<file path="src/rtl/core/kt3d_pkg.sv">
package kt3d_pkg;

    localparam int AXES = 3;

    // input kinds
    localparam logic [1:0] KIND_INIT = 2'd0;
    localparam logic [1:0] KIND_PRED = 2'd1;
    localparam logic [1:0] KIND_UPD  = 2'd2;

    // configuration register indexes
    localparam logic [2:0] CFG_STEP_TIME  = 3'd0;
    localparam logic [2:0] CFG_ACCEL_VAR  = 3'd1;
    localparam logic [2:0] CFG_MEAS_VAR   = 3'd2;
    localparam logic [2:0] CFG_START_X    = 3'd3;
    localparam logic [2:0] CFG_START_Y    = 3'd4;
    localparam logic [2:0] CFG_START_Z    = 3'd5;

    localparam logic [15:0] STEP_TIME_RST = 16'd655;
    localparam logic [31:0] VAR_RST       = 32'd65536;
    localparam logic signed [47:0] ONE_Q24 = 48'sd16777216;

    // datapath operations
    typedef logic [4:0] t_op;
    localparam t_op OP_NOP   = 5'd0;
    localparam t_op OP_LATCH = 5'd1;
    localparam t_op OP_INIT  = 5'd2;
    localparam t_op OP_D2M   = 5'd3;
    localparam t_op OP_D2W   = 5'd4;
    localparam t_op OP_D3M   = 5'd5;
    localparam t_op OP_D3W   = 5'd6;
    localparam t_op OP_D4M   = 5'd7;
    localparam t_op OP_D4W   = 5'd8;
    localparam t_op OP_QPPM  = 5'd9;
    localparam t_op OP_QPVM  = 5'd10;
    localparam t_op OP_QVVM  = 5'd11;
    localparam t_op OP_QVVW  = 5'd12;
    localparam t_op OP_TM    = 5'd13;
    localparam t_op OP_TW    = 5'd14;
    localparam t_op OP_PVW   = 5'd15;
    localparam t_op OP_TTW   = 5'd16;
    localparam t_op OP_VW    = 5'd17;
    localparam t_op OP_AD2W  = 5'd18;
    localparam t_op OP_ADTW  = 5'd19;
    localparam t_op OP_DIVGO = 5'd20;
    localparam t_op OP_UM1   = 5'd21;
    localparam t_op OP_UW1   = 5'd22;
    localparam t_op OP_UPPL  = 5'd23;
    localparam t_op OP_UPPH  = 5'd24;
    localparam t_op OP_UPVL  = 5'd25;
    localparam t_op OP_UPVH  = 5'd26;
    localparam t_op OP_UVVL  = 5'd27;
    localparam t_op OP_UVVH  = 5'd28;
    localparam t_op OP_UEND  = 5'd29;
    localparam t_op OP_SAVE  = 5'd30;
    localparam t_op OP_OUT   = 5'd31;

    localparam logic [3:0] PRE_LAST = 4'd9;
    localparam logic [3:0] AXP_LAST = 4'd7;
    localparam logic [3:0] UPD_LAST = 4'd9;
    localparam logic [1:0] AXIS_LAST = 2'd2;
    localparam logic [4:0] DIV_STEPS = 5'd31;

    typedef struct packed {
        t_op        op;
        logic [1:0] axis;
    } t_cmd;

    typedef struct packed {
        logic div_done;
        logic s_bad;
        logic out_free;
    } t_status;

    // floor((x + 2^(n-1)) / 2^n)
    function automatic logic signed [65:0] f_rnd(input logic signed [65:0] x,
                                                input int unsigned n);
        logic signed [66:0] s;
        s = {x[65], x} + (67'sd1 <<< (n - 1));
        return 66'(s >>> n);
    endfunction

    function automatic logic signed [31:0] f_sat32(input logic signed [43:0] x);
        if (&x[43:31] || ~|x[43:31])
            return x[31:0];
        return x[43] ? 32'sh80000000 : 32'sh7FFFFFFF;
    endfunction

    function automatic logic signed [47:0] f_sat48(input logic signed [55:0] x);
        if (&x[55:47] || ~|x[55:47])
            return x[47:0];
        return x[55] ? 48'sh800000000000 : 48'sh7FFFFFFFFFFF;
    endfunction

endpackage

</file>
<file path="src/rtl/core/kt3d_ctrl.sv">
module kt3d_ctrl (
    input  logic              i_clk,
    input  logic              i_rst_n,
    input  logic              i_in_valid,
    input  logic [1:0]        i_kind,
    input  kt3d_pkg::t_status i_status,
    output logic              o_in_ready,
    output kt3d_pkg::t_cmd    o_cmd
);
    import kt3d_pkg::*;

    localparam logic [2:0] ST_IDLE = 3'd0;
    localparam logic [2:0] ST_PRE  = 3'd1;
    localparam logic [2:0] ST_AXP  = 3'd2;
    localparam logic [2:0] ST_AXU  = 3'd3;
    localparam logic [2:0] ST_DIV  = 3'd4;
    localparam logic [2:0] ST_UPD  = 3'd5;
    localparam logic [2:0] ST_INIT = 3'd6;
    localparam logic [2:0] ST_OUT  = 3'd7;

    logic [2:0] r_state, n_state;
    logic [3:0] r_step, n_step;
    logic [1:0] r_axis, n_axis;
    logic [1:0] r_kind, n_kind;
    t_op        op;

    always_comb begin
        n_state    = r_state;
        n_step     = r_step;
        n_axis     = r_axis;
        n_kind     = r_kind;
        op         = OP_NOP;
        o_in_ready = 1'b0;
        case (r_state)
            ST_IDLE: begin
                o_in_ready = 1'b1;
                if (i_in_valid) begin
                    op     = OP_LATCH;
                    n_kind = i_kind;
                    n_axis = '0;
                    n_step = '0;
                    case (i_kind)
                        KIND_INIT: n_state = ST_INIT;
                        KIND_PRED: n_state = ST_PRE;
                        KIND_UPD:  n_state = ST_AXU;
                        default:   n_state = ST_OUT;
                    endcase
                end
            end
            ST_INIT: begin
                op      = OP_INIT;
                n_state = ST_OUT;
            end
            ST_PRE: begin
                op = OP_D2M + {1'b0, r_step};
                if (r_step == PRE_LAST) begin
                    n_step  = '0;
                    n_state = ST_AXP;
                end else begin
                    n_step = r_step + 4'd1;
                end
            end
            ST_AXP: begin
                if (r_step == AXP_LAST) begin
                    op     = OP_SAVE;
                    n_step = '0;
                    if (r_axis == AXIS_LAST)
                        n_state = ST_OUT;
                    else
                        n_axis = r_axis + 2'd1;
                end else begin
                    op     = OP_TM + {1'b0, r_step};
                    n_step = r_step + 4'd1;
                end
            end
            ST_AXU: begin
                // axis with nonpositive innovation variance is left alone
                if (i_status.s_bad) begin
                    if (r_axis == AXIS_LAST)
                        n_state = ST_OUT;
                    else
                        n_axis = r_axis + 2'd1;
                end else begin
                    op      = OP_DIVGO;
                    n_state = ST_DIV;
                end
            end
            ST_DIV: begin
                if (i_status.div_done) begin
                    n_step  = '0;
                    n_state = ST_UPD;
                end
            end
            ST_UPD: begin
                if (r_step == UPD_LAST) begin
                    op     = OP_SAVE;
                    n_step = '0;
                    if (r_axis == AXIS_LAST) begin
                        n_state = ST_OUT;
                    end else begin
                        n_axis  = r_axis + 2'd1;
                        n_state = ST_AXU;
                    end
                end else begin
                    op     = OP_UM1 + {1'b0, r_step};
                    n_step = r_step + 4'd1;
                end
            end
            ST_OUT: begin
                if (i_status.out_free) begin
                    op      = OP_OUT;
                    n_state = ST_IDLE;
                end
            end
            default: n_state = ST_IDLE;
        endcase
    end

    always_ff @(posedge i_clk) begin
        if (!i_rst_n) begin
            r_state <= ST_IDLE;
            r_step  <= '0;
            r_axis  <= '0;
            r_kind  <= '0;
        end else begin
            r_state <= n_state;
            r_step  <= n_step;
            r_axis  <= n_axis;
            r_kind  <= n_kind;
        end
    end

    assign o_cmd.op   = op;
    assign o_cmd.axis = r_axis;

    a_axis_range: assert property (@(posedge i_clk) disable iff (!i_rst_n)
        r_axis != 2'd3)
        else $error("axis counter out of range");

    a_div_only_update: assert property (@(posedge i_clk) disable iff (!i_rst_n)
        r_state == ST_DIV |-> r_kind == KIND_UPD)
        else $error("divider wait outside update");

    a_out_to_idle: assert property (@(posedge i_clk) disable iff (!i_rst_n)
        op == OP_OUT |=> r_state == ST_IDLE)
        else $error("result word issued but not idle");

endmodule

</file>
<file path="config.mk">
export PLATFORM = sky130hd
export DESIGN_NAME = kt3d_ctrl
export DESIGN_NICKNAME = d
export VERILOG_FILES = /design/src/rtl/core/kt3d_pkg.sv /design/src/rtl/core/kt3d_ctrl.sv
export SDC_FILE = /design/constraint.sdc
export NUM_CORES = 1
export LEC_CHECK = 0
export BUFFER_PORTS_ARGS = -buffer_cell sky130_fd_sc_hd__buf_4
export CORE_ASPECT_RATIO = 0.9
export CORE_MARGIN = 2
export CORE_UTILIZATION = 35
export DETAILED_ROUTE_END_ITERATION = 8
export GPL_ROUTABILITY_DRIVEN = 0
export PLACE_DENSITY_LB_ADDON = 0.1
export REMOVE_ABC_BUFFERS = 1
export SLEW_MARGIN = 20
export SYNTH_ARGS = -nofsm -noshare
export SYNTH_HDL_FRONTEND = slang
export SYNTH_SLANG_ARGS = --single-unit
</file>
<file path="constraint.sdc">
create_clock -name i_clk -period 5.16 [get_ports i_clk]
set_clock_uncertainty 0.1 [all_clocks]
set_input_delay 1.29 -clock i_clk [delete_from_list [all_inputs] [get_ports i_clk]]
set_output_delay 1.29 -clock i_clk [all_outputs]
set_load 0.02 [all_outputs]
</file>
==> results.cfg <==
[outcome]
status = completed

[layout]
diodes = 0
syn_to_final_growth_pct = 12.3
layoutNonFillerInstCount = 178
drive_above_1_share_pct = 21.0
n_fill_cell = 312
nets = 153
final_util_pct = 41.8
finish.instance_area_sq_um = 1170

[power_and_ir_drop]
finalPower_w = 0.000567
peakVddDrop_mv = 0.164
power_density_nw_per_um2 = 486
p_leak_nw = 0.453

[logic_synthesis]
synth-compound-area-share_pct = 36.6
ys_seq_elements = 9
synth_xor_area_share_pct = 3.37
async_reset_ff_share_pct = 0
ys_warn_count = 0
synth_cells = 127
synth_simple_gate_area_share_pct = 24.1
yosysUniqueCellTypes = 53
synth_edf_count = 0
synth_top_family_by_area = compound AO/OA/AOI/OAI gates
synthMuxAreaShare_pct = 1.93
synth-adder-area-share_pct = 7.22
synth_seq_area_share_pct = 17.3
synthFlopType = dfxtp_1
synthesis.area_sq_um = 1040
avgSynthCellArea_sq_um = 8.19

[setup_path]
crit_type = in2out
crit_top_cell = buf_4
worst-path-max-fanout = 4
max_stage_delay_ns = 0.34
required_ns = 3.77
path_buf_inv = 2
cp_cell_sequence = buf_4, nand2_1, o21ai_1, a22o_1, a221o_1, buf_4
crit_path_start_kind = input pin
crit_path_top_delay_cell = a221o_1
arrival_ns = 2.37
cp_top_family = compound AO/OA/AOI/OAI gates
critPathCaptureType = output pin

[route]
vias_per_cell = 5.45
drc_errors = 0
wl_um = 2360
via_count = 970
wl_per_cell_um = 13.2
drtPass1Iterations = 4
detail-route-antenna-nets = 0
drt_iter0_markers = 38

[grt]
grt_max_degree = 24
antenna_found_initial = 0
grt_pass1_vias = 868
grt_pass1_wl_um = 4020
overflow = 0
track_usage_pct = 15.0

[sta]
hold_viol = 0
slew_headroom_pct = 46.1
fin_crit_sh_pct = 72.8
rsz0062_at_grt = no
setup_viol = 0
tightest_slew_ns = 0.807
slew_viol_final = 0
fin_crit_ns = 3.76
fmax_ghz = 0.266
tns_ns = 0

[clock_network]
cts_resized = 0
cts_made_buffers = 3
clk_path_buf_depth = 2
cts_setup_buffers = 0
root_buffer = clkbuf_4
clock-sinks = 9
clk_pin_slew_ns = 0.06
cts-htree-levels = 1
clock_latency_ns = 0.25
cts_tree = yes
cts.hold.buffers_added = 0

[placement]
dp.cells = 174
placedInstanceArea_sq_um = 1140
port_buffers = 15
hpwl_um = 1770

[floorplanning]
io_pins = 16
core.rowCount = 18
start_util_pct = 37.2
core_area_sq_um = 2790
dieArea_sq_um = 3420
die_h_um = 55.7
fp.dieW_um = 61.5

[job]
drv_cap = 0

[worst_hold_path]
hp-class = reg2reg
## layer usage
layer | GRT usage [%] | vias to the layer above | routed length, um
met4 | 4.56 | 0 | 25
met3 | 3.72 | 4 | 109
met1 | 21.3 | 444 | 1180
met5 | 0 | - | 0
li1 | - | 494 | -
met2 | 22.2 | 28 | 1050
## final timing paths
check                                             start                      to  slack (ns)  cells past startpoint
worst min-delay path             r_axis[0]$_SDFFE_PN0P_  r_axis[0]$_SDFFE_PN0P_        0.39                      2
worst min register to register   r_axis[0]$_SDFFE_PN0P_  r_axis[0]$_SDFFE_PN0P_        0.39                      2
worst max-delay path                        i_status[0]                o_cmd[5]        1.40                      6
worst max register to register  r_state[1]$_SDFFE_PN0P_  r_step[3]$_SDFFE_PN0P_        3.09                      4
## sequential cells by signal (all words and copies together) (netlist names)
signal and count:
r_step 4, r_axis 2, r_state 3
## cell usage in the layout (no fill, tap or decap), types with 2 or more instances in the layout
cell type and instances:
a211oi_1 2, a21oi_1 9, a21oi_2 2, a221o_1 2
a311oi_1 3, buf_4 15, clkbuf_4 3, dfxtp_1 9
ha_1 6, inv_1 10, mux2i_1 2, nand2_1 8
nand2b_1 2, nand3_1 5, nand3b_1 2, nand3b_2 2
nor2_1 7, nor2b_1 3, o21ai_0 5, o21ai_1 4
o2bb2ai_1 2, or2_1 2, xnor2_1 3
## worst reg2reg max path, delay by kind of cell (launching register included)
family / cells / cell delay, ns
AND/OR/NAND/NOR: 1 / 0.49
flip-flops: 1 / 0.78
AO/OA/AOI/OAI: 3 / 0.61
## through the flow
step	setup slack [ns]	hold WS, ns
4_1_cts	1.40	0.389
6_report	1.40	0.386
3_3_place_gp	1.41	0.370
2_1_floorplan	1.66	0.446
3_5_place_dp	1.40	0.378
5_1_grt	1.32	0.407
## cells in the mapped netlist (all sizes together) (2+ instances only)
cell      n  area share, %
nand3b    4            3.6
ha        6            7.2
a221o     2            1.9
nand3     5            2.4
nor2b     3            1.8
or2       2            1.2
buf       8            5.9
inv      10            3.6
o2bb2ai   2            1.7
nor3b     2            2.5
dfxtp     9             17
a21oi    11            6.0
o211ai    2            1.9
a311oi    4            4.0
o21ai     9            4.3
xnor2     3            2.5
a211oi    2            1.4
a22o      2            2.5
nand2b    2            1.2
mux2i     2            1.9
nand2     8            2.9
nor2      7            2.5
## cell type report
type	count	area (sq um)	area share [%]
timing repair buffer	15	113	9.65
sequential	9	180	15.4
inverter	10	37.5	3.22
clock buffer	4	26.3	2.25
tap	40	50.0	4.29
multi-input combinational	100	761	65.2
## cells by family after synthesis
| family | Yosys count |
|---|---|
| compound gates | 47 |
| xor+xnor | 4 |
| fa+ha+maj | 6 |
| buf+inv | 18 |
| flops | 9 |
| mux | 2 |
| simple gates | 41 |
## where the power goes
part / internal, W / switching (W) / total (W)
Combinational: 0.000170 / 0.000190 / 0.000360
Sequential: 0.0000866 / 0.0000669 / 0.000154
Clock: 0.0000297 / 0.0000236 / 0.0000534
Total: 0.000286 / 0.000281 / 0.000567
(Power assumes the default switching activity.)
